<file path="src/rtl/rtp_pkg.sv">
// Package: shared constants, types and helpers for the radix integer text parser.
`timescale 1ns / 1ps

package rtp_pkg;

  localparam int unsigned VALUE_W = 64;
  localparam int unsigned COUNT_W = 16;
  localparam int unsigned RADIX_W = 6;
  localparam int unsigned PROD_W  = VALUE_W + RADIX_W;

  localparam logic [COUNT_W-1:0] MAX_COUNT = 16'hFFFF;

  // Parse phases
  localparam logic [2:0] PH_START    = 3'd0;
  localparam logic [2:0] PH_NUMSTART = 3'd1;
  localparam logic [2:0] PH_ZERO     = 3'd2;
  localparam logic [2:0] PH_DIGITS   = 3'd3;
  localparam logic [2:0] PH_STOPPED  = 3'd4;

  // Configuration register indexes
  localparam logic CFG_RADIX  = 1'b0;
  localparam logic CFG_SIGNED = 1'b1;

  // Characters of interest
  localparam logic [7:0] CH_0     = 8'h30;
  localparam logic [7:0] CH_9     = 8'h39;
  localparam logic [7:0] CH_LA    = 8'h61;
  localparam logic [7:0] CH_LZ    = 8'h7A;
  localparam logic [7:0] CH_UA    = 8'h41;
  localparam logic [7:0] CH_UZ    = 8'h5A;
  localparam logic [7:0] CH_LX    = 8'h78;
  localparam logic [7:0] CH_UX    = 8'h58;
  localparam logic [7:0] CH_LB    = 8'h62;
  localparam logic [7:0] CH_UB    = 8'h42;
  localparam logic [7:0] CH_LO    = 8'h6F;
  localparam logic [7:0] CH_MINUS = 8'h2D;

  localparam logic [RADIX_W-1:0] RADIX_2  = 6'd2;
  localparam logic [RADIX_W-1:0] RADIX_8  = 6'd8;
  localparam logic [RADIX_W-1:0] RADIX_10 = 6'd10;
  localparam logic [RADIX_W-1:0] RADIX_16 = 6'd16;

  typedef struct packed {
    logic               ok;
    logic [RADIX_W-1:0] value;
  } digit_t;

  // Alphanumeric digit decode: 0-9, a-z, A-Z give 0..35.
  function automatic digit_t digit_of(input logic [7:0] c);
    digit_t r;
    logic [7:0] t;
    r.ok    = 1'b1;
    r.value = '0;
    t       = '0;
    if (c >= CH_0 && c <= CH_9) begin
      t = c - CH_0;
    end else if (c >= CH_LA && c <= CH_LZ) begin
      t = c - CH_LA + 8'd10;
    end else if (c >= CH_UA && c <= CH_UZ) begin
      t = c - CH_UA + 8'd10;
    end else begin
      r.ok = 1'b0;
    end
    r.value = t[RADIX_W-1:0];
    return r;
  endfunction

  // Saturating count add
  function automatic logic [COUNT_W-1:0] count_add(input logic [COUNT_W-1:0] c,
                                                   input logic [1:0] n);
    logic [COUNT_W:0] s;
    s = {1'b0, c} + {{(COUNT_W - 1){1'b0}}, n};
    return (s > {1'b0, MAX_COUNT}) ? MAX_COUNT : s[COUNT_W-1:0];
  endfunction

endpackage

</file>
<file path="src/rtl/radix_integer_text_parser_top.sv">
// Top level: streaming integer parser with radix prefix sensing, one byte per transfer.
`timescale 1ns / 1ps

// Channel   | Direction | Signals                     | Contents (lowest bit first)
// s_*       | in        | s_tvalid/s_tready/s_tdata   | tdata: char_byte[7:0]
//           |           | s_tuser, s_tlast            | tuser: char_valid; tlast: last_char
// m_*       | out       | m_tvalid/m_tready/m_tdata   | tdata: value_bits[63:0], parse_error,
//           |           |                             |   consumed_count[15:0], radix_used[5:0], pad
// cfg_*     | in        | cfg_we/cfg_index/cfg_data   | 0: radix_select[5:0], 1: signed_mode
//
// Cycles: one byte per cycle while s_tready is high. Each byte is folded into the
// accumulator by a single 64x6 multiply-add in the cycle it is taken.
// A result goes from the last byte into the pending stage (sign and range
// check), then into the output register once that register is free.
// Reset (rst, synchronous) clears the parse state, the registers and both stages.
// Stalls: input waits only while the pending stage is full and the output is held.

module radix_integer_text_parser_top (
  input  logic                        clk,
  input  logic                        rst,
  // input stream
  input  logic                        s_tvalid,
  output logic                        s_tready,
  input  logic [7:0]                  s_tdata,   // char_byte[7:0]
  input  logic                        s_tuser,   // char_valid
  input  logic                        s_tlast,   // last_char
  // result stream
  output logic                        m_tvalid,
  input  logic                        m_tready,
  output logic [87:0]                 m_tdata,   // value_bits[63:0], parse_error[64],
                                                 // consumed_count[80:65], radix_used[86:81]
  // configuration
  input  logic                        cfg_we,
  input  logic                        cfg_index,
  input  logic [rtp_pkg::RADIX_W-1:0] cfg_data
);

  // configuration registers
  logic [rtp_pkg::RADIX_W-1:0] radix_select;
  logic                        signed_mode;

  // parse state
  logic [2:0]                  phase, phase_next;
  logic [rtp_pkg::VALUE_W-1:0] acc, acc_next;
  logic [rtp_pkg::RADIX_W-1:0] radix, radix_next;
  logic                        neg, neg_next;
  logic                        seen, seen_next;
  logic                        ovf, ovf_next;
  logic [rtp_pkg::COUNT_W-1:0] cnt, cnt_next;

  // finalize values for the last byte
  logic [rtp_pkg::RADIX_W-1:0] fin_radix;
  logic                        fin_seen;
  logic [rtp_pkg::COUNT_W-1:0] fin_cnt;

  // pending stage
  logic                        pend_valid;
  logic [rtp_pkg::VALUE_W-1:0] pend_acc;
  logic                        pend_ovf;
  logic                        pend_seen;
  logic                        pend_neg;
  logic                        pend_sm;
  logic [rtp_pkg::COUNT_W-1:0] pend_cnt;
  logic [rtp_pkg::RADIX_W-1:0] pend_radix;

  // output register
  logic                        out_valid;
  logic [rtp_pkg::VALUE_W-1:0] out_value;
  logic                        out_err;
  logic [rtp_pkg::COUNT_W-1:0] out_cnt;
  logic [rtp_pkg::RADIX_W-1:0] out_radix;

  logic                        in_xfer;
  logic                        out_free;
  logic                        out_load;

  assign out_free = !out_valid || m_tready;
  assign out_load = pend_valid && out_free;
  assign s_tready = !pend_valid || out_free;
  assign in_xfer  = s_tvalid && s_tready;

  // digit step datapath
  logic                        dig_try;
  logic [7:0]                  dig_char;
  rtp_pkg::digit_t             dig;
  logic [rtp_pkg::PROD_W-1:0]  prod;
  logic [1:0]                  cnt_inc;

  always_comb begin
    phase_next = phase;
    acc_next   = acc;
    radix_next = radix;
    neg_next   = neg;
    seen_next  = seen;
    ovf_next   = ovf;
    cnt_inc    = 2'd0;
    dig_try    = 1'b0;
    dig_char   = s_tdata;

    if (s_tuser) begin
      unique case (phase) inside
        rtp_pkg::PH_START, rtp_pkg::PH_NUMSTART: begin
          if (phase == rtp_pkg::PH_START && signed_mode && s_tdata == rtp_pkg::CH_MINUS) begin
            neg_next   = 1'b1;
            cnt_inc    = 2'd1;
            phase_next = rtp_pkg::PH_NUMSTART;
          end else if (radix_select == '0 && s_tdata == rtp_pkg::CH_0) begin
            phase_next = rtp_pkg::PH_ZERO;
          end else begin
            radix_next = (radix_select == '0) ? rtp_pkg::RADIX_10 : radix_select;
            phase_next = rtp_pkg::PH_DIGITS;
            dig_try    = 1'b1;
          end
        end
        rtp_pkg::PH_ZERO: begin
          phase_next = rtp_pkg::PH_DIGITS;
          if (s_tdata == rtp_pkg::CH_LX || s_tdata == rtp_pkg::CH_UX) begin
            radix_next = rtp_pkg::RADIX_16;
            cnt_inc    = 2'd2;
          end else if (s_tdata == rtp_pkg::CH_LB || s_tdata == rtp_pkg::CH_UB) begin
            radix_next = rtp_pkg::RADIX_2;
            cnt_inc    = 2'd2;
          end else if (s_tdata == rtp_pkg::CH_LO) begin
            radix_next = rtp_pkg::RADIX_8;
            cnt_inc    = 2'd2;
          end else if (s_tdata >= rtp_pkg::CH_0 && s_tdata <= rtp_pkg::CH_9) begin
            // leading zero of an octal literal; the digit follows below
            radix_next = rtp_pkg::RADIX_8;
            cnt_inc    = 2'd1;
            dig_try    = 1'b1;
          end else begin
            // lone zero then a non-digit: the zero is the number
            radix_next = rtp_pkg::RADIX_10;
            seen_next  = 1'b1;
            cnt_inc    = 2'd1;
            phase_next = rtp_pkg::PH_STOPPED;
          end
        end
        rtp_pkg::PH_DIGITS: begin
          dig_try = 1'b1;
        end
        default: begin
        end
      endcase
    end

    // shared multiply-add; exact overflow shows in the top product bits
    dig  = rtp_pkg::digit_of(dig_char);
    prod = rtp_pkg::PROD_W'(acc) * rtp_pkg::PROD_W'(radix_next)
         + rtp_pkg::PROD_W'(dig.value);
    if (dig_try) begin
      if (!dig.ok || dig.value >= radix_next) begin
        phase_next = rtp_pkg::PH_STOPPED;
      end else if (prod[rtp_pkg::PROD_W-1:rtp_pkg::VALUE_W] != '0) begin
        ovf_next   = 1'b1;
        phase_next = rtp_pkg::PH_STOPPED;
      end else begin
        acc_next  = prod[rtp_pkg::VALUE_W-1:0];
        seen_next = 1'b1;
        cnt_inc   = cnt_inc + 2'd1;
      end
    end
    cnt_next = rtp_pkg::count_add(cnt, cnt_inc);

    // end of string: settle a radix that was never chosen, a pending zero
    fin_radix = radix_next;
    fin_seen  = seen_next;
    fin_cnt   = cnt_next;
    if (phase_next == rtp_pkg::PH_START || phase_next == rtp_pkg::PH_NUMSTART) begin
      fin_radix = (radix_select == '0) ? rtp_pkg::RADIX_10 : radix_select;
    end else if (phase_next == rtp_pkg::PH_ZERO) begin
      fin_radix = rtp_pkg::RADIX_10;
      fin_seen  = 1'b1;
      fin_cnt   = rtp_pkg::count_add(cnt_next, 2'd1);
    end
  end

  // configuration writes
  always_ff @(posedge clk) begin
    if (rst) begin
      radix_select <= '0;
      signed_mode  <= 1'b0;
    end else if (cfg_we) begin
      unique case (cfg_index)
        rtp_pkg::CFG_RADIX:  radix_select <= cfg_data;
        rtp_pkg::CFG_SIGNED: signed_mode  <= cfg_data[0];
        default: begin
        end
      endcase
    end
  end

  // parse state
  always_ff @(posedge clk) begin
    if (rst || (in_xfer && s_tlast)) begin
      phase <= rtp_pkg::PH_START;
      acc   <= '0;
      radix <= '0;
      neg   <= 1'b0;
      seen  <= 1'b0;
      ovf   <= 1'b0;
      cnt   <= '0;
    end else if (in_xfer) begin
      phase <= phase_next;
      acc   <= acc_next;
      radix <= radix_next;
      neg   <= neg_next;
      seen  <= seen_next;
      ovf   <= ovf_next;
      cnt   <= cnt_next;
    end
  end

  // pending stage: snapshot of a finished string
  always_ff @(posedge clk) begin
    if (rst) begin
      pend_valid <= 1'b0;
    end else if (in_xfer && s_tlast) begin
      pend_valid <= 1'b1;
    end else if (out_load) begin
      pend_valid <= 1'b0;
    end
  end

  always_ff @(posedge clk) begin
    if (in_xfer && s_tlast) begin
      pend_acc   <= acc_next;
      pend_ovf   <= ovf_next;
      pend_seen  <= fin_seen;
      pend_neg   <= neg_next;
      pend_sm    <= signed_mode;
      pend_cnt   <= fin_cnt;
      pend_radix <= fin_radix;
    end
  end

  // sign and range check
  logic                        chk_err;
  logic [rtp_pkg::VALUE_W-1:0] chk_val;

  always_comb begin
    chk_err = !pend_seen || pend_ovf;
    chk_val = pend_acc;
    if (!chk_err && pend_sm) begin
      if (pend_neg) begin
        // magnitude up to 2^63 fits
        if (pend_acc[rtp_pkg::VALUE_W-1] && pend_acc[rtp_pkg::VALUE_W-2:0] != '0) begin
          chk_err = 1'b1;
        end else begin
          chk_val = '0 - pend_acc;
        end
      end else if (pend_acc[rtp_pkg::VALUE_W-1]) begin
        chk_err = 1'b1;
      end
    end
  end

  // output register
  always_ff @(posedge clk) begin
    if (rst) begin
      out_valid <= 1'b0;
    end else if (out_load) begin
      out_valid <= 1'b1;
    end else if (m_tready) begin
      out_valid <= 1'b0;
    end
  end

  always_ff @(posedge clk) begin
    if (out_load) begin
      out_value <= chk_err ? '0 : chk_val;
      out_err   <= chk_err;
      out_cnt   <= chk_err ? '0 : pend_cnt;
      out_radix <= pend_radix;
    end
  end

  assign m_tvalid = out_valid;
  assign m_tdata  = {1'b0, out_radix, out_cnt, out_err, out_value};

  // checks
  a_stall_blocks_input: assert property (@(posedge clk) disable iff (rst)
    (pend_valid && out_valid && !m_tready) |-> !s_tready)
    else $error("input taken while the pending stage is blocked");

  a_last_fills_pending: assert property (@(posedge clk) disable iff (rst)
    (s_tvalid && s_tready && s_tlast) |=> (pend_valid && phase == rtp_pkg::PH_START))
    else $error("last byte did not close the string");

  a_acc_needs_digit: assert property (@(posedge clk) disable iff (rst)
    (acc != '0) |-> seen)
    else $error("accumulator nonzero without a digit");

  a_error_zeroes: assert property (@(posedge clk) disable iff (rst)
    (out_valid && out_err) |-> (out_value == '0 && out_cnt == '0))
    else $error("error result carries data");

  a_ovf_stops: assert property (@(posedge clk) disable iff (rst)
    ovf |-> (phase == rtp_pkg::PH_STOPPED))
    else $error("parsing continued after overflow");

endmodule

</file>
<file path="config.mk">
export PLATFORM = sky130hd
export DESIGN_NAME = radix_integer_text_parser_top
export DESIGN_NICKNAME = d
export VERILOG_FILES = /design/src/rtl/rtp_pkg.sv /design/src/rtl/radix_integer_text_parser_top.sv
export SDC_FILE = /design/constraint.sdc
export NUM_CORES = 2
export LEC_CHECK = 0
export BUFFER_PORTS_ARGS = -buffer_cell sky130_fd_sc_hd__buf_2
export CAP_MARGIN = 5
export CELL_PAD_IN_SITES_DETAIL_PLACEMENT = 1
export CELL_PAD_IN_SITES_GLOBAL_PLACEMENT = 2
export CORE_MARGIN = 3
export CORE_UTILIZATION = 37
export DETAILED_ROUTE_END_ITERATION = 16
export PLACE_DENSITY = 0.84
export SYNTH_ARGS = -nofsm -noshare
export SYNTH_HDL_FRONTEND = slang
export SYNTH_SLANG_ARGS = --single-unit
</file>
<file path="constraint.sdc">
create_clock -name clk -period 14 [get_ports clk]
set_input_delay 4.2 -clock clk [delete_from_list [all_inputs] [get_ports clk]]
set_output_delay 4.2 -clock clk [all_outputs]
set_load 0.02 [all_outputs]
</file>
==> results_dict.tcl <==
set metrics [dict create \
    status "complete, no violations" \
    wirelength_met1_um 40800 \
    synthDistinctLibCells 89 \
    r2r-start "radix_select[2]$_SDFFE_PP0P_" \
    hold_viol 0 \
    holdBufCountCts 0 \
    max_freq_mhz 73.0 \
    cpMaxStageDelayCell "fa_1" \
    critPathMaxFanout 7 \
    drtIter0Drc 1172 \
    routed-wl-met3_um 3360 \
    hold-path-endpoint "out_radix[4]$_DFFE_PP_" \
    period_share 0.978 \
    dominantRegCellSynth "edfxtp_1" \
    initial_utilization 0.376 \
    worst-setup-path-type "input pin to flop" \
    wirelength_um 90700 \
    synth.area.top_cells "edfxtp_1, fa_1, ha_1" \
    yosysTopAreaCellShare 0.197 \
    drc 0 \
    cts_buffers 30 \
    drtPass1Iterations 5 \
    rrSetupSlack_ns 3.10 \
    area_delta_synth_final_pct 20.8 \
    vias_per_cell 5.44 \
    dieArea_um2 76300 \
    syn-cell-area_um2 27000 \
    fp.dieH_um 276 \
    synthTopCellsByCount "nand2_1, fa_1, and2_1" \
    wl_met2_um 43900 \
    clock_path_buffers 3 \
    cts_htree_levels 1 \
    grt_usage 0.234 \
    peakVddDrop_v 0.0000819 \
    placed_area_um2 31300 \
    cp.required_ns 14.40 \
    async_flop_share 0 \
    drv_cap 0 \
    synth-seq-cells 278 \
    clockRootBuffer "clkbuf_16" \
    hp-class "flop to flop" \
    r2r_end "pend_cnt[6]$_DFFE_PP_" \
    num-nets-final 3734 \
    wire_per_inst_um 21.3 \
    yosysWarnings 0 \
    hold_start "pend_radix[4]$_DFFE_PP_" \
    finalSetupViolations 0 \
    hpwl_um 72600 \
    cpPeakStageDelay_ns 0.57 \
    fin_util 0.454 \
    synthesis.instances 2923 \
    cts_tree "done" \
    clk_pin_slew_ns 0.06 \
    worst_r2r_path_depth 45 \
    vias 23232 \
    gp_congestion 0.924 \
    num_rows 98 \
    grt_max_degree 80 \
    worstPathArrival_ns 14.10 \
    finClkSkew_ns 0.0204 \
    synth.most_common_cell "nand2_1" \
    drive_gt1_frac 0.211 \
    synth_nets 3364 \
    hold_depth 0 \
    portBuffers 110 \
    yosysSeqAreaShare 0.271 \
    relSlewSlack 0.165 \
    maxSlewViolCount 0 \
    yosys.area.top_type "edfxtp_1" \
    rsz0062_at_grt "yes" \
    core-area_um2 72000 \
    top_layer "met4" \
    synth_edf_count 177 \
    die_x_um 276 \
    io_pins 112 \
    ant_nets 0 \
    antenna_found_initial 2 \
    fin_crit_ns 13.70 \
    overflow 0 \
    clock_sinks 278 \
    synth_area_per_cell_um2 9.25 \
    finish.instance_area_um2 32700 \
    p_leak_nw 14.7 \
    endpoint_kind "flop" \
    grt_pass1_vias 25642 \
    grt_first_pass_wirelength_um 144000 \
    power_density_nw_per_um2 60.6 \
    startpoint_type "input pin" \
    worst_pin_slew_ns 1.25 \
    antenna_cells 0 \
    clock_latency_ns 0.59 \
]
-- power breakdown --
part	internal, W	switching [W]
clock	0.000491	0.000352
combinational	0.0000783	0.000153
sequential	0.000890	0.0000136
-- metrics by stage --
stage | worst slack, ns | hold slack (ns) | cells | total power (W) | TNS, ns
detailed placement | -0.654 | 0.409 | 4201 | 0.00114 | -8.07
CTS | 0.00226 | 0.433 | 4257 | 0.00199 | 0
floorplan | 0.0112 | 0.400 | 2923 | 0.00105 | 0
global route | -0.135 | 0.435 | 4267 | 0.00205 | -0.629
global placement | -0.407 | 0.406 | 4201 | 0.00114 | -4.34
finish | 0.304 | 0.431 | 4267 | 0.00198 | 0
-- cells by family after synthesis --
logic type | synth area share
flops | 0.271
compound gates | 0.109
fa+ha+maj | 0.264
mux | 0.0549
other cells | 0.000139
simple gates | 0.204
xor+xnor | 0.0428
buf+inv | 0.0532
-- flip-flops by register name, summed over array words and instances, names as in the netlist --
signal and count:
phase 3, radix_select 6, acc 64, pend_ovf 1, out_cnt 16, pend_neg 1, neg 1, pend_cnt 16
signed_mode 1, out_err 1, pend_acc 64, pend_seen 1, cnt 16, pend_radix 6, out_value 64, pend_sm 1
out_radix 6, m_tvalid 1, seen 1, pend_valid 1, ovf 1, radix 6
-- repair_timing --
| action | in CTS | in global routing |
|---|---|---|
| setup buffers | 0 | 8 |
| resized for setup | 1 | 54 |
| endpoints found under the setup margin | 8 | 16 |
| pin swaps | 0 | 14 |
| gates cloned | 0 | 2 |
| endpoints found under the hold margin | 0 | 0 |
-- worst max-delay path: cells and delay by family --
family	cells	cell delay [ns]
AND/OR/NAND/NOR	17	3.28
adder cells (fa/ha/maj)	9	3.08
AO/OA/AOI/OAI	9	1.72
buffers and inverters	9	0.96
multiplexers	2	0.63
XOR/XNOR	1	0.17
-- placed cells by master (no fill, tap or decap), types with 37 or more instances in the layout --
cell	synthesis	routed
nand3_1	40	37
fa_1	253	252
nor3_1	48	41
xnor2_1	53	52
edfxtp_1	177	177
mux2_2	63	61
dfxtp_1	101	101
nand4_1	37	37
nand2_1	414	410
mux2i_1	74	73
xor2_1	79	79
o21ai_0	110	98
nor2_1	208	200
buf_4	3	360
a21oi_1	134	126
inv_1	211	209
ha_1	166	160
buf_2	21	110
and2_1	235	234
-- worst max-delay path by stage --
stage / to / slack [ns] / from
2_1_floorplan: pend_cnt[4]$_DFFE_PP_ / 0.01 / s_tdata[4]
3_3_place_gp: pend_cnt[4]$_DFFE_PP_ / -0.41 / s_tdata[4]
3_5_place_dp: pend_cnt[4]$_DFFE_PP_ / -0.65 / s_tdata[5]
4_1_cts: pend_cnt[4]$_DFFE_PP_ / 0.002 / s_tdata[5]
5_1_grt: pend_cnt[4]$_DFFE_PP_ / -0.14 / s_tdata[1]
6_report: pend_cnt[6]$_DFFE_PP_ / 0.30 / s_tdata[4]
-- per-layer routing --
layer	vias up	GRT usage
li1	10728	-
met1	11905	0.315
met2	448	0.404
met3	151	0.0212
met4	0	0.0626
met5	-	0
-- area by class of cell --
class | instances | area [um^2]
tap | 950 | 1190
sequential | 278 | 7340
inverter | 211 | 795
fill | 8243 | 39300
multi-input combinational | 2284 | 18700
clock buffer | 38 | 822
timing repair buffer | 488 | 3610
clock inverter | 18 | 214
No activity file was read; power rests on OpenSTA's default activity.
